## src/rtl/core/traffic_light_sequencer_core_assert.svh

```systemverilog
// assertion macros for the traffic light sequencer core
// expects clk and rst_n in the scope where a macro is used
`ifndef TRAFFIC_LIGHT_SEQUENCER_CORE_ASSERT_SVH
`define TRAFFIC_LIGHT_SEQUENCER_CORE_ASSERT_SVH

// same-cycle implication, checked outside reset
`define TLS_ASSERT_SAME(label, ante, cons) \
    label: assert property (@(posedge clk) disable iff (!rst_n) (ante) |-> (cons)) \
        else $error("tls check failed");

// next-cycle implication, checked outside reset
`define TLS_ASSERT_NEXT(label, ante, cons) \
    label: assert property (@(posedge clk) disable iff (!rst_n) (ante) |=> (cons)) \
        else $error("tls check failed");

`endif

```

## src/rtl/core/tls_pkg.sv

```systemverilog
// shared constants, codes and helper functions for the traffic light sequencer
// no dependencies
package tls_pkg;

    localparam int QUARTER_TICKS = 2500;

    localparam int KIND_W   = 2;
    localparam int BYTE_W   = 8;
    localparam int LAMP_W   = 8;
    localparam int PHASE_W  = 4;
    localparam int ELAPSED_W = 32;
    localparam int NUM_PHASES = 9;

    // bound on the largest threshold: four green spans of 511 plus four red spans of 255
    localparam int THR_W = $clog2(QUARTER_TICKS * (4 * 511 + 4 * 255) + 1);

    // item kinds
    localparam logic [KIND_W-1:0] KIND_TICK   = 2'd0;
    localparam logic [KIND_W-1:0] KIND_BYTE   = 2'd1;
    localparam logic [KIND_W-1:0] KIND_BUTTON = 2'd2;

    // siren modes
    localparam logic [1:0] MODE_SLAVE_SIREN  = 2'd0;
    localparam logic [1:0] MODE_MASTER_SIREN = 2'd1;
    localparam logic [1:0] MODE_NORMAL       = 2'd2;

    // pending time slots
    localparam logic [1:0] SLOT_NONE   = 2'd0;
    localparam logic [1:0] SLOT_GREEN  = 2'd1;
    localparam logic [1:0] SLOT_YELLOW = 2'd2;
    localparam logic [1:0] SLOT_RED    = 2'd3;

    // characters
    localparam logic [BYTE_W-1:0] CHAR_ZERO  = 8'h30;
    localparam logic [BYTE_W-1:0] CHAR_SPACE = 8'h20;
    localparam logic [BYTE_W-1:0] CHAR_G     = 8'h67;
    localparam logic [BYTE_W-1:0] CHAR_Y     = 8'h79;
    localparam logic [BYTE_W-1:0] CHAR_R     = 8'h72;
    localparam logic [BYTE_W-1:0] CHAR_I     = 8'h69;
    localparam logic [BYTE_W-1:0] CHAR_X_UP  = 8'h58;
    localparam logic [BYTE_W-1:0] CHAR_Y_UP  = 8'h59;
    localparam logic [BYTE_W-1:0] CHAR_Z_UP  = 8'h5A;

    // forced patterns for the siren modes
    localparam logic [LAMP_W-1:0] PAT_MASTER = 8'b11110000;
    localparam logic [LAMP_W-1:0] PAT_SLAVE  = 8'b00001111;

    // reset spans
    localparam logic [8:0] GREEN_SPAN_RST = 9'd4;
    localparam logic [7:0] RED_SPAN_RST   = 8'd1;

    function automatic logic [LAMP_W-1:0] phase_pattern(input logic [PHASE_W-1:0] k);
        logic [LAMP_W-1:0] p;
        case (k)
            4'd0:    p = 8'b11110000;
            4'd1:    p = 8'b01110000;
            4'd2:    p = 8'b00110000;
            4'd3:    p = 8'b00010000;
            4'd4:    p = 8'b00001111;
            4'd5:    p = 8'b00000111;
            4'd6:    p = 8'b00000011;
            4'd7:    p = 8'b00000001;
            default: p = 8'b00000000;
        endcase
        return p;
    endfunction

    // start time of phase k, from the green and red spans
    function automatic logic [THR_W-1:0] phase_threshold(input logic [8:0] gs,
                                                          input logic [7:0] rs,
                                                          input logic [PHASE_W-1:0] k);
        logic [31:0] g;
        logic [31:0] r;
        logic [31:0] t;
        g = 32'(QUARTER_TICKS) * 32'(gs);
        r = 32'(QUARTER_TICKS) * 32'(rs);
        if (k <= 4'd4) begin
            t = 32'(k) * g;
        end
        else begin
            t = 32'd4 * g + 32'(k - 4'd4) * r;
        end
        return THR_W'(t);
    endfunction

    function automatic logic [BYTE_W-1:0] mode_char(input logic [1:0] m);
        logic [BYTE_W-1:0] c;
        case (m)
            MODE_SLAVE_SIREN:  c = CHAR_X_UP;
            MODE_MASTER_SIREN: c = CHAR_Y_UP;
            default:           c = CHAR_Z_UP;
        endcase
        return c;
    endfunction

endpackage

```

## src/rtl/core/traffic_light_sequencer_core.sv

```systemverilog
// traffic light sequencer core: lamp countdown, serial timing setup, siren mode
// depends on tls_pkg and traffic_light_sequencer_core_assert.svh
//
//  channel | handshake           | payload
//  --------+---------------------+-----------------------------------------------
//  in      | in_valid / in_ready | kind, rx_byte
//  out     | out_valid/out_ready | lamp_pattern, yellow_lamp, master_alarm,
//          |                     | slave_alarm, tx_valid, tx_byte
//
// one word in gives exactly one word out, in the cycle after acceptance
// a new word can be taken every cycle; in_ready drops only while a result is
// stalled in the output register
// phase start times are held in registers, recomputed when a timing byte
// arrives, so a tick is only a set of compares against stored values
// rst_n clears all state to its power-up values, lamps off, siren mode normal
`include "traffic_light_sequencer_core_assert.svh"

module traffic_light_sequencer_core (
    input  logic                         clk,
    input  logic                         rst_n,
    input  logic                         in_valid,
    output logic                         in_ready,
    input  logic [tls_pkg::KIND_W-1:0]   kind,
    input  logic [tls_pkg::BYTE_W-1:0]   rx_byte,
    output logic                         out_valid,
    input  logic                         out_ready,
    output logic [tls_pkg::LAMP_W-1:0]   lamp_pattern,
    output logic                         yellow_lamp,
    output logic                         master_alarm,
    output logic                         slave_alarm,
    output logic                         tx_valid,
    output logic [tls_pkg::BYTE_W-1:0]   tx_byte
);
    import tls_pkg::*;

    // time since the cycle start, kept directly instead of tick count minus start
    logic [ELAPSED_W-1:0] elapsed_reg, elapsed_next;
    logic [PHASE_W-1:0]   phase_reg, phase_next;
    logic [1:0]           mode_reg, mode_next;
    logic [1:0]           slot_reg, slot_next;
    logic [BYTE_W-1:0]    green_reg, green_next;
    logic [BYTE_W-1:0]    yellow_reg, yellow_next;
    logic [BYTE_W-1:0]    red_reg, red_next;
    logic [BYTE_W-1:0]    last_byte_reg, last_byte_next;

    // phase start times, one per phase
    logic [THR_W-1:0]     thr_reg [NUM_PHASES];
    logic [THR_W-1:0]     thr_next [NUM_PHASES];

    // lamp state doubles as the output payload
    logic [LAMP_W-1:0]    lamp_reg, lamp_next;
    logic                 yellow_lamp_reg, yellow_lamp_next;
    logic                 master_reg, master_next;
    logic                 slave_reg, slave_next;
    logic                 tx_valid_reg, tx_valid_next;
    logic [BYTE_W-1:0]    tx_byte_reg, tx_byte_next;
    logic                 out_valid_reg, out_valid_next;

    logic                 in_fire;
    logic [PHASE_W-1:0]   reached;
    logic [8:0]           green_span;
    logic [7:0]           red_span;
    logic [BYTE_W-1:0]    slot_value;

    assign in_ready     = !out_valid_reg || out_ready;
    assign in_fire      = in_valid && in_ready;
    assign out_valid    = out_valid_reg;
    assign lamp_pattern = lamp_reg;
    assign yellow_lamp  = yellow_lamp_reg;
    assign master_alarm = master_reg;
    assign slave_alarm  = slave_reg;
    assign tx_valid     = tx_valid_reg;
    assign tx_byte      = tx_byte_reg;

    // start times never decrease with phase, so the phases already due form a
    // prefix and their count is the phase the countdown may advance to
    always_comb
    begin
        reached = '0;
        for (int k = 0; k < NUM_PHASES; k++)
        begin
            if (elapsed_reg >= ELAPSED_W'(thr_reg[k]))
            begin
                reached = reached + 4'd1;
            end
        end
    end

    assign slot_value = rx_byte - CHAR_ZERO;

    always_comb
    begin
        elapsed_next     = elapsed_reg;
        phase_next       = phase_reg;
        mode_next        = mode_reg;
        slot_next        = slot_reg;
        green_next       = green_reg;
        yellow_next      = yellow_reg;
        red_next         = red_reg;
        last_byte_next   = last_byte_reg;
        lamp_next        = lamp_reg;
        yellow_lamp_next = yellow_lamp_reg;
        master_next      = master_reg;
        slave_next       = slave_reg;
        tx_valid_next    = tx_valid_reg;
        tx_byte_next     = tx_byte_reg;

        if (in_fire)
        begin
            tx_valid_next = 1'b0;
            tx_byte_next  = '0;
            case (kind)
                KIND_TICK:
                begin
                    elapsed_next = elapsed_reg + 32'd1;
                    case (mode_reg)
                        MODE_NORMAL:
                        begin
                            master_next = 1'b0;
                            slave_next  = 1'b0;
                            if (phase_reg < reached)
                            begin
                                lamp_next  = phase_pattern(reached - 4'd1);
                                phase_next = reached;
                                // last phase lights yellow, first phase clears it
                                if (reached == 4'(NUM_PHASES))
                                begin
                                    yellow_lamp_next = 1'b1;
                                end
                                else if (phase_reg == '0)
                                begin
                                    yellow_lamp_next = 1'b0;
                                end
                            end
                            // restart request: cycle starts at this tick
                            if (last_byte_reg == CHAR_I)
                            begin
                                last_byte_next = CHAR_SPACE;
                                elapsed_next   = 32'd1;
                                phase_next     = '0;
                            end
                        end
                        MODE_MASTER_SIREN:
                        begin
                            lamp_next   = PAT_MASTER;
                            master_next = 1'b1;
                            slave_next  = 1'b0;
                        end
                        MODE_SLAVE_SIREN:
                        begin
                            lamp_next   = PAT_SLAVE;
                            master_next = 1'b0;
                            slave_next  = 1'b1;
                        end
                        default:
                        begin
                        end
                    endcase
                end
                KIND_BYTE:
                begin
                    last_byte_next = rx_byte;
                    case (rx_byte)
                        CHAR_G: slot_next = SLOT_GREEN;
                        CHAR_Y: slot_next = SLOT_YELLOW;
                        CHAR_R: slot_next = SLOT_RED;
                        default:
                        begin
                            case (slot_reg)
                                SLOT_GREEN:  green_next  = slot_value;
                                SLOT_YELLOW: yellow_next = slot_value;
                                SLOT_RED:    red_next    = slot_value;
                                default:
                                begin
                                end
                            endcase
                            slot_next = SLOT_NONE;
                        end
                    endcase
                end
                KIND_BUTTON:
                begin
                    mode_next     = (mode_reg >= MODE_NORMAL) ? MODE_SLAVE_SIREN
                                                              : mode_reg + 2'd1;
                    tx_valid_next = 1'b1;
                    tx_byte_next  = mode_char(mode_next);
                end
                default:
                begin
                end
            endcase
        end
    end

    // spans from the settings as they stand after this word
    assign green_span = {1'b0, green_next} + {1'b0, yellow_next};
    assign red_span   = (red_next > yellow_next) ? red_next - yellow_next : 8'd0;

    always_comb
    begin
        for (int k = 0; k < NUM_PHASES; k++)
        begin
            thr_next[k] = phase_threshold(green_span, red_span, PHASE_W'(k));
        end
    end

    always_comb
    begin
        out_valid_next = out_valid_reg;
        if (in_fire)
        begin
            out_valid_next = 1'b1;
        end
        else if (out_ready)
        begin
            out_valid_next = 1'b0;
        end
    end

    always_ff @(posedge clk or negedge rst_n)
    begin
        if (!rst_n)
        begin
            elapsed_reg     <= '0;
            phase_reg       <= '0;
            mode_reg        <= MODE_NORMAL;
            slot_reg        <= SLOT_NONE;
            green_reg       <= '0;
            yellow_reg      <= '0;
            red_reg         <= '0;
            last_byte_reg   <= '0;
            lamp_reg        <= '0;
            yellow_lamp_reg <= 1'b0;
            master_reg      <= 1'b0;
            slave_reg       <= 1'b0;
            tx_valid_reg    <= 1'b0;
            tx_byte_reg     <= '0;
            out_valid_reg   <= 1'b0;
        end
        else
        begin
            elapsed_reg     <= elapsed_next;
            phase_reg       <= phase_next;
            mode_reg        <= mode_next;
            slot_reg        <= slot_next;
            green_reg       <= green_next;
            yellow_reg      <= yellow_next;
            red_reg         <= red_next;
            last_byte_reg   <= last_byte_next;
            lamp_reg        <= lamp_next;
            yellow_lamp_reg <= yellow_lamp_next;
            master_reg      <= master_next;
            slave_reg       <= slave_next;
            tx_valid_reg    <= tx_valid_next;
            tx_byte_reg     <= tx_byte_next;
            out_valid_reg   <= out_valid_next;
        end
    end

    // start times follow the timing bytes only
    always_ff @(posedge clk or negedge rst_n)
    begin
        if (!rst_n)
        begin
            for (int k = 0; k < NUM_PHASES; k++)
            begin
                thr_reg[k] <= phase_threshold(GREEN_SPAN_RST, RED_SPAN_RST, PHASE_W'(k));
            end
        end
        else if (in_fire && kind == KIND_BYTE)
        begin
            for (int k = 0; k < NUM_PHASES; k++)
            begin
                thr_reg[k] <= thr_next[k];
            end
        end
    end

    // checks
    `TLS_ASSERT_SAME(a_alarms_exclusive, master_reg, !slave_reg)
    `TLS_ASSERT_SAME(a_tx_char_known, tx_valid_reg, tx_byte_reg == CHAR_X_UP || tx_byte_reg == CHAR_Y_UP || tx_byte_reg == CHAR_Z_UP)
    `TLS_ASSERT_NEXT(a_elapsed_only_on_tick, !(in_fire && kind == KIND_TICK), elapsed_reg == $past(elapsed_reg))
    `TLS_ASSERT_NEXT(a_button_sends_char, in_fire && kind == KIND_BUTTON, out_valid_reg && tx_valid_reg)
    `TLS_ASSERT_NEXT(a_phase_monotonic, in_fire && kind == KIND_TICK && last_byte_reg != CHAR_I, phase_reg >= $past(phase_reg))
    `TLS_ASSERT_SAME(a_phase_bound, out_valid_reg, phase_reg <= 4'(NUM_PHASES))

endmodule
```

## config.mk

```make
export PLATFORM = sky130hd
export DESIGN_NAME = traffic_light_sequencer_core
export DESIGN_NICKNAME = d
export VERILOG_FILES = /design/src/rtl/core/tls_pkg.sv /design/src/rtl/core/traffic_light_sequencer_core.sv
export VERILOG_INCLUDE_DIRS = /design/src /design/src/rtl/core
export SDC_FILE = /design/constraint.sdc
export NUM_CORES = 1
export LEC_CHECK = 0
export BUFFER_PORTS_ARGS = -buffer_cell sky130_fd_sc_hd__buf_4
export CORE_MARGIN = 8
export CORE_UTILIZATION = 60
export DETAILED_ROUTE_END_ITERATION = 10
export PLACE_DENSITY = 0.77
export SLEW_MARGIN = 10
export SYNTH_ARGS = -nofsm -noshare
export SYNTH_HDL_FRONTEND = slang
export SYNTH_SLANG_ARGS = --single-unit
```

## constraint.sdc

```tcl
create_clock -name clk -period 15.75 [get_ports clk]
set_input_delay 3.15 -clock clk [delete_from_list [all_inputs] [get_ports clk]]
set_output_delay 3.15 -clock clk [all_outputs]
set_load 0.01 [all_outputs]
```

==> impl_metrics.toml, run 1 <==
[clock_network]
post_cts_buffers = 0
cts.path.max_buffers = 3
clkSinkCount = 205
cts_resized = 0
postCtsHoldBufs = 0
path_clk_slew_ps = 60
cts_root_buffer = "clkbuf_16"
cts_tree = "done"
clkLatencyLatePin_ps = 520
cts_buffers = 25
htreeDepth = 1

[critical_path]
critPathRequiredTime_ps = 16110
path_max_fanout = 9
reg2reg_slack_ps = 4590
crit_type = "in2reg"
crit_path_end_kind = "flip-flop"
cp_slowest_stage_delay_ps = 660
cp-start-kind = "primary input"
r2r_cells = 46
crit_arrival_ps = 14240
cp_slowest_cell = "nor2_1"
r2r_start = "out_valid"
timing.rr.end = "thr_reg[44]"

[min_path]
holdPathEnd = "thr_reg[4]"
hold_path.class = "reg2reg"
holdPathStages = 2
worstHoldStart = "thr_reg[4]"

[finish]
area_growth_pct = 8.431
fillers = 2574
final_util = 0.6630
final_layout_size_suffix_gt1_frac = 0.07941
seq_area_mm2 = 0.005179
layout.cells.most_common_list = "ha_1, inv_1, nand2_1"
stdcell_area_mm2 = 0.02163
largest_reg_flops = 118
diodes = 0
final_common_cell = "ha_1"
multi_input_area_mm2 = 0.01364
nNetsFinal = 2728

[sta]
worst_pin_slew_ps = 1252
fin_crit_sh = 0.8811
max_freq_ghz = 0.07206
clock_skew_ps = 14.23
finalSetupTns_ps = 0
slew_violations = 0
period_needed_ps = 13880
setup_viol_count_final = 0
hold_violations = 0
maxSlewHeadroom = 0.1596
rsz0062_at_grt = "no"

[die]
dieArea_mm2 = 0.03933
num_rows = 66
ioPinCount = 36
die_w_um = 198.3
coreArea_mm2 = 0.03262
die_height_um = 198.3
initial_core_util = 0.6114

[logic_synthesis]
synth_warnings = 0
yosysTopAreaCell = "ha_1"
synthCells = 2262
yosys.area.top_type_share = 0.2378
synth_edf_count = 0
syn_avg_cell_area_um2 = 8.817
ys_types = 77
synthArstFlopShare = 1.000
synth_seq_cells = 205
synthFlopType = "dfrtp_1"
synth.area.top_cells = "ha_1, dfrtp_1, dfstp_2"
synth_area_mm2 = 0.01994
yosysSeqAreaShare = 0.2597

[routing]
ant_nets = 0
drt_iter0_markers = 1055
first_pass_iters = 5
routedWlPerCell_um = 18.45
vias_per_cell = 5.998
vias = 16550
wl_um = 50890
drc_errors = 0

[grt]
grt_max_degree = 98
globalRouteOverflowTotal = 0
antenna_found_initial = 0
grt_usage = 0.2647
grt_pass1_wl_um = 84900
grt_pass1_vias = 17220

[status]
outcome = "finished clean"

[placed_design]
place.gp.congestion = 0.9148
io_buffer_count = 32
dp_hpwl_um = 40390
dpl_cell_area_mm2 = 0.02073

[flow_run]
maxCapViolCount = 0
## synth_stat cells, drive strengths merged, types with 8 or more instances
cell type	number
ha	379
inv	262
nand2	197
o21ai	194
dfrtp	166
a21oi	131
nor2	128
xnor2	77
xor2	67
a21o	66
nand3	50
dfstp	39
fa	37
clkbuf	36
nor3	35
o31ai	31
nand4	30
o21a	27
o21bai	25
nand2b	23
nor2b	23
and3	20
mux2	20
a211oi	16
or2	15
or3	14
a2111oi	13
a211o	13
a31oi	13
and2	12
mux2i	9
nor4	8
or4	8
## worst max path at each step
| stage | startpoint | to | slack [ps] | cells after the start |
|---|---|---|---|---|
| 6_report | kind[0] | thr_reg[44] | 1870 | 47 |
| 5_1_grt | kind[0] | thr_reg[44] | 1060 | 47 |
| 4_1_cts | kind[0] | thr_reg[44] | 2050 | 47 |
| 3_5_place_dp | kind[0] | thr_reg[44] | 1530 | 47 |
| 3_3_place_gp | kind[0] | thr_reg[44] | 1940 | 47 |
| 2_1_floorplan | kind[0] | thr_reg[44] | 2200 | 49 |
## metal layers
metal,track usage,part of all wire
met5,0,0
met4,0.09237,0.033
met3,0.03005,0.050
met2,0.4557,0.47
met1,0.3404,0.44
## area by class of cell
cell class / count / share of cell area
multi-input combinational: 1755 / 0.6306
clock buffer: 37 / 0.03576
timing repair buffer: 49 / 0.01730
sequential: 205 / 0.2395
inverter: 262 / 0.04548
tap: 442 / 0.02557
clock inverter: 9 / 0.005844
## cell families (layout without fill, tap and decap cells)
family / Yosys count / count (layout) / share of synthesized area
AND/OR/NAND/NOR: 582 / 582 / 0.1403
flip-flops: 205 / 205 / 0.2597
buffers and inverters: 304 / 357 / 0.05834
XOR/XNOR: 146 / 146 / 0.06688
adder cells (fa/ha/maj): 416 / 416 / 0.2749
AO/OA/AOI/OAI: 579 / 579 / 0.1838
multiplexers: 29 / 29 / 0.01600
other: 1 / 3 / 0.0001880
## worst max-delay path: cells and delay by family
kind / cells / cell delay [ps]
AO/OA/AOI/OAI: 20 / 3190
XOR/XNOR: 2 / 430
adder cells (fa/ha/maj): 9 / 3380
buffers and inverters: 3 / 220
multiplexers: 1 / 420
AND/OR/NAND/NOR: 12 / 3450
## stage by stage
| step | worst slack, ps | instances | hold slack (ps) |
|---|---|---|---|
| after floorplan | 2200 | 2264 | 429.9 |
| after global placement | 1941 | 2713 | 447.1 |
| after detailed placement | 1532 | 2713 | 454.4 |
| after CTS | 2049 | 2759 | 462.3 |
| after global routing | 1058 | 2759 | 482.2 |
| final | 1873 | 2759 | 462.3 |
Power of run 1 is not shown: default switching activity piles up to over one toggle a cycle in this logic, so the estimate is an artifact.
==> inputs of run 2 (changes only) <==
CORE_UTILIZATION = 40   (was 60)
PLACE_DENSITY = not set   (was 0.77)
==> run 2 against run 1 <==
Setup slack gained 85 ps. Clock skew shrank 2.0 ps. Critical path type unchanged. Maximum frequency grew 0.61%. Sequential share of layout area shrank 0.33 points.
==> impl_metrics.toml, run 2 (synthesis gave the netlist of run 1 again) <==
[status]
outcome = "finished clean"

[finish]
diodes = 0
final_common_cell = "ha_1"
largest_reg_flops = 118
nNetsFinal = 2731
layout.cells.most_common_list = "ha_1, inv_1, nand2_1"
area_growth_pct = 9.925
fillers = 4873
final_layout_size_suffix_gt1_frac = 0.07974

[die]
num_rows = 82
dieArea_mm2 = 0.05726
die_height_um = 239.3
initial_core_util = 0.4016
die_w_um = 239.3
coreArea_mm2 = 0.04966
ioPinCount = 36

[routing]
first_pass_iters = 5
vias_per_cell = 5.370
wl_um = 52830
vias = 16070
routedWlPerCell_um = 17.66
drt_iter0_markers = 875
drc_errors = 0
ant_nets = 0

[clock_network]
cts_buffers = 26
htreeDepth = 1
post_cts_buffers = 0
clkSinkCount = 205
path_clk_slew_ps = 60
cts_tree = "done"
cts_root_buffer = "clkbuf_16"
cts_resized = 0
postCtsHoldBufs = 0
cts.path.max_buffers = 3
clkLatencyLatePin_ps = 540

[sta]
slew_violations = 0
worst_pin_slew_ps = 1086
fin_crit_sh = 0.8757
clock_skew_ps = 12.20
maxSlewHeadroom = 0.2707
rsz0062_at_grt = "no"
max_freq_ghz = 0.07251
finalSetupTns_ps = 0
setup_viol_count_final = 0
period_needed_ps = 13790
hold_violations = 0

[critical_path]
cp_slowest_stage_delay_ps = 730
path_max_fanout = 9
crit_arrival_ps = 14180
crit_path_end_kind = "flip-flop"
crit_type = "in2reg"
critPathRequiredTime_ps = 16140
cp_slowest_cell = "nor2_1"
cp-start-kind = "primary input"

[grt]
grt_max_degree = 105
antenna_found_initial = 0
grt_pass1_wl_um = 86010
globalRouteOverflowTotal = 0
grt_usage = 0.1854
grt_pass1_vias = 16640

[placed_design]
place.gp.congestion = 0.9087
dp_hpwl_um = 42130
io_buffer_count = 32

[min_path]
hold_path.class = "reg2reg"

[flow_run]
maxCapViolCount = 0
==> run 2: area by class of cell <==
type / count / area, um^2 / share of cell area
well taps: 672 / 840.8 / 0.03835
multi-input cells: 1755 / 13640 / 0.6220
repair buffers: 51 / 389.1 / 0.01775
inverters: 262 / 983.4 / 0.04486
clock inverters: 9 / 127.6 / 0.005821
clock buffers: 38 / 767.0 / 0.03498
flip-flops and latches: 205 / 5179 / 0.2362
==> run 2: metal layers <==
metal  vias up  wire, um  track usage
met5         -         0            0
met4         0      1445      0.05715
met3        81      1555      0.01495
met2       232     24950       0.3195
met1      7718     24880       0.2451
li1       8036         -            -
==> run 2: worst max-delay path: cells and delay by family <==
family	cells	cell delay [ps]
multiplexers	1	410
AND/OR/NAND/NOR	12	3440
buffers and inverters	3	220
AO/OA/AOI/OAI	20	3110
XOR/XNOR	2	450
adder cells (fa/ha/maj)	9	3380
==> run 2: per-stage QoR <==
step	hold slack (ps)	worst slack, ps	util	instances	cell area (um^2)
after floorplan	429.9	2200	-	2264	19950
after global placement	448.7	1782	0.4235	2945	21030
after detailed placement	450.2	1457	0.4235	2945	21030
after CTS	463.4	2033	0.4415	2992	21920
after global routing	492.3	1080	0.4415	2992	21920
final	459.4	1958	0.4415	2992	21920
==> run 2: path summary, 6_finish.rpt <==
path | start | to | slack, ps | cells past startpoint
worst max-delay path | kind[0] | thr_reg[44] | 1960 | 47
worst min-delay path | thr_reg[4] | thr_reg[4] | 460 | 2
worst max register to register | out_valid | thr_reg[44] | 4690 | 46
worst min register to register | thr_reg[4] | thr_reg[4] | 460 | 2
max in group asynchronous | rst_n | elapsed_reg[27] | 11720 | 2
min in group asynchronous | rst_n | lamp_pattern[1] | 2600 | 1
Power of run 2 is left out for the same reason.
==> inputs of run 3 (changes only) <==
CORE_UTILIZATION = 65   (was 40)
PLACE_DENSITY = 0.82   (was not set)
==> run 3 against run 2 <==
Flip-flop and latch count unchanged. Non-clock buffer count down 2. Maximum frequency is 0.37% lower. Clock skew up 5.0 ps. Cell count fell by 9.5%. Worst hold slack better by 2.7 ps. Via count grew 5.0%. Global-route usage is 10 points higher. Count of clock-buffer cells in the layout decreased by 3.
==> impl_metrics.toml, run 3 (synthesis gave the netlist of run 1 again) <==
[status]
outcome = "finished clean"

[placed_design]
io_buffer_count = 32
place.gp.congestion = 0.9333
dp_hpwl_um = 40160

[finish]
nNetsFinal = 2727
layout.cells.most_common_list = "ha_1, inv_1, nand2_1"
seq_area_mm2 = 0.005179
largest_reg_flops = 118
final_layout_size_suffix_gt1_frac = 0.07782
final_common_cell = "ha_1"
multi_input_area_mm2 = 0.01364
fillers = 2358
area_growth_pct = 7.968
diodes = 0
final_util = 0.7076

[critical_path]
cp-start-kind = "primary input"
timing.rr.end = "thr_reg[44]"
endpoint = "thr_reg[44]"
startpoint = "kind[0]"
crit_arrival_ps = 14220
cp_slowest_cell = "nor2_1"
reg2reg_slack_ps = 4640
r2r_start = "out_valid"
crit_path_end_kind = "flip-flop"
cp_slowest_stage_delay_ps = 720
critPathRequiredTime_ps = 16120
crit_type = "in2reg"
path_max_fanout = 9
r2r_cells = 46

[clock_network]
cts_buffers = 24
htreeDepth = 1
postCtsHoldBufs = 0
post_cts_buffers = 0
path_clk_slew_ps = 70
cts_root_buffer = "clkbuf_16"
cts_resized = 0
clkSinkCount = 205
cts.path.max_buffers = 3
cts_tree = "done"
clkLatencyLatePin_ps = 530

[sta]
finalSetupTns_ps = 0
setup_viol_count_final = 0
period_needed_ps = 13840
worst_pin_slew_ps = 1230
maxSlewHeadroom = 0.1792
hold_violations = 0
fin_crit_sh = 0.8789
slew_violations = 0
max_freq_ghz = 0.07224
rsz0062_at_grt = "no"
clock_skew_ps = 17.20

[die]
ioPinCount = 36
dieArea_mm2 = 0.03654
num_rows = 64
initial_core_util = 0.6554
die_height_um = 191.2
coreArea_mm2 = 0.03043
die_w_um = 191.2

[flow_run]
maxCapViolCount = 0

[grt]
globalRouteOverflowTotal = 0
grt_pass1_vias = 17060
grt_pass1_wl_um = 85150
grt_max_degree = 98
antenna_found_initial = 0
grt_usage = 0.2863

[routing]
vias_per_cell = 6.226
wl_um = 51890
ant_nets = 0
drc_errors = 0
first_pass_iters = 7
routedWlPerCell_um = 19.15
vias = 16870
drt_iter0_markers = 1083

[min_path]
worstHoldStart = "last_byte_reg[0]"
hold_path.class = "reg2reg"
[run 3: cell types whose count changed in the layout (fill, tap and decap cells not counted)]
| cell | change |
|---|---|
| clkbuf_1 | -2 |
| clkinvlp_4 | -2 |
| inv_6 | +1 |
| clkbuf_16 | -2 |
| buf_4 | -2 |
| bufinv_16 | +1 |
| clkinv_2 | -2 |
| clkbuf_8 | +1 |
[run 3: worst min path at each step]
stage                                   to  slack (ps)  depth (start not counted)
after floorplan           last_byte_reg[0]         430                          2
after global placement    last_byte_reg[0]         440                          2
after detailed placement  last_byte_reg[0]         450                          2
after CTS                 last_byte_reg[0]         460                          2
after global routing      last_byte_reg[0]         490                          2
final                     last_byte_reg[0]         460                          2
[run 3: metal layers]
layer,part of all wire,routed length [um],global-route usage,up-vias
met5,0,0,0,-
met4,0.041,2109,0.1152,0
met1,0.43,22160,0.3671,8187
met2,0.48,24720,0.4881,502
met3,0.056,2892,0.03138,145
li1,-,-,-,8033
[run 3: worst max-delay path, delay by kind of cell]
family	cells	cell delay (ps)
XOR/XNOR	2	440
adder cells (fa/ha/maj)	9	3390
AO/OA/AOI/OAI	20	3110
buffers and inverters	3	220
AND/OR/NAND/NOR	12	3510
multiplexers	1	420
[run 3: stage by stage]
step | worst slack, ps | area (um^2) | hold WS [ps] | instances
finish | 1907 | 21530 | 462.1 | 2709
floorplan | 2200 | 19950 | 429.9 | 2264
detailed placement | 1516 | 20670 | 449.8 | 2667
global placement | 1881 | 20670 | 443.7 | 2667
CTS | 2016 | 21530 | 463.4 | 2709
global route | 1021 | 21530 | 486.0 | 2709
[run 3: area by class of cell]
| type | count | area share |
|---|---|---|
| Clock buffer | 35 | 0.03359 |
| Clock inverter | 7 | 0.006566 |
| Inverter | 262 | 0.04567 |
| Multi-Input combinational cell | 1755 | 0.6333 |
| Sequential cell | 205 | 0.2405 |
| Tap cell | 396 | 0.02301 |
| Timing Repair Buffer | 49 | 0.01737 |
Power of run 3 is left out for the same reason.
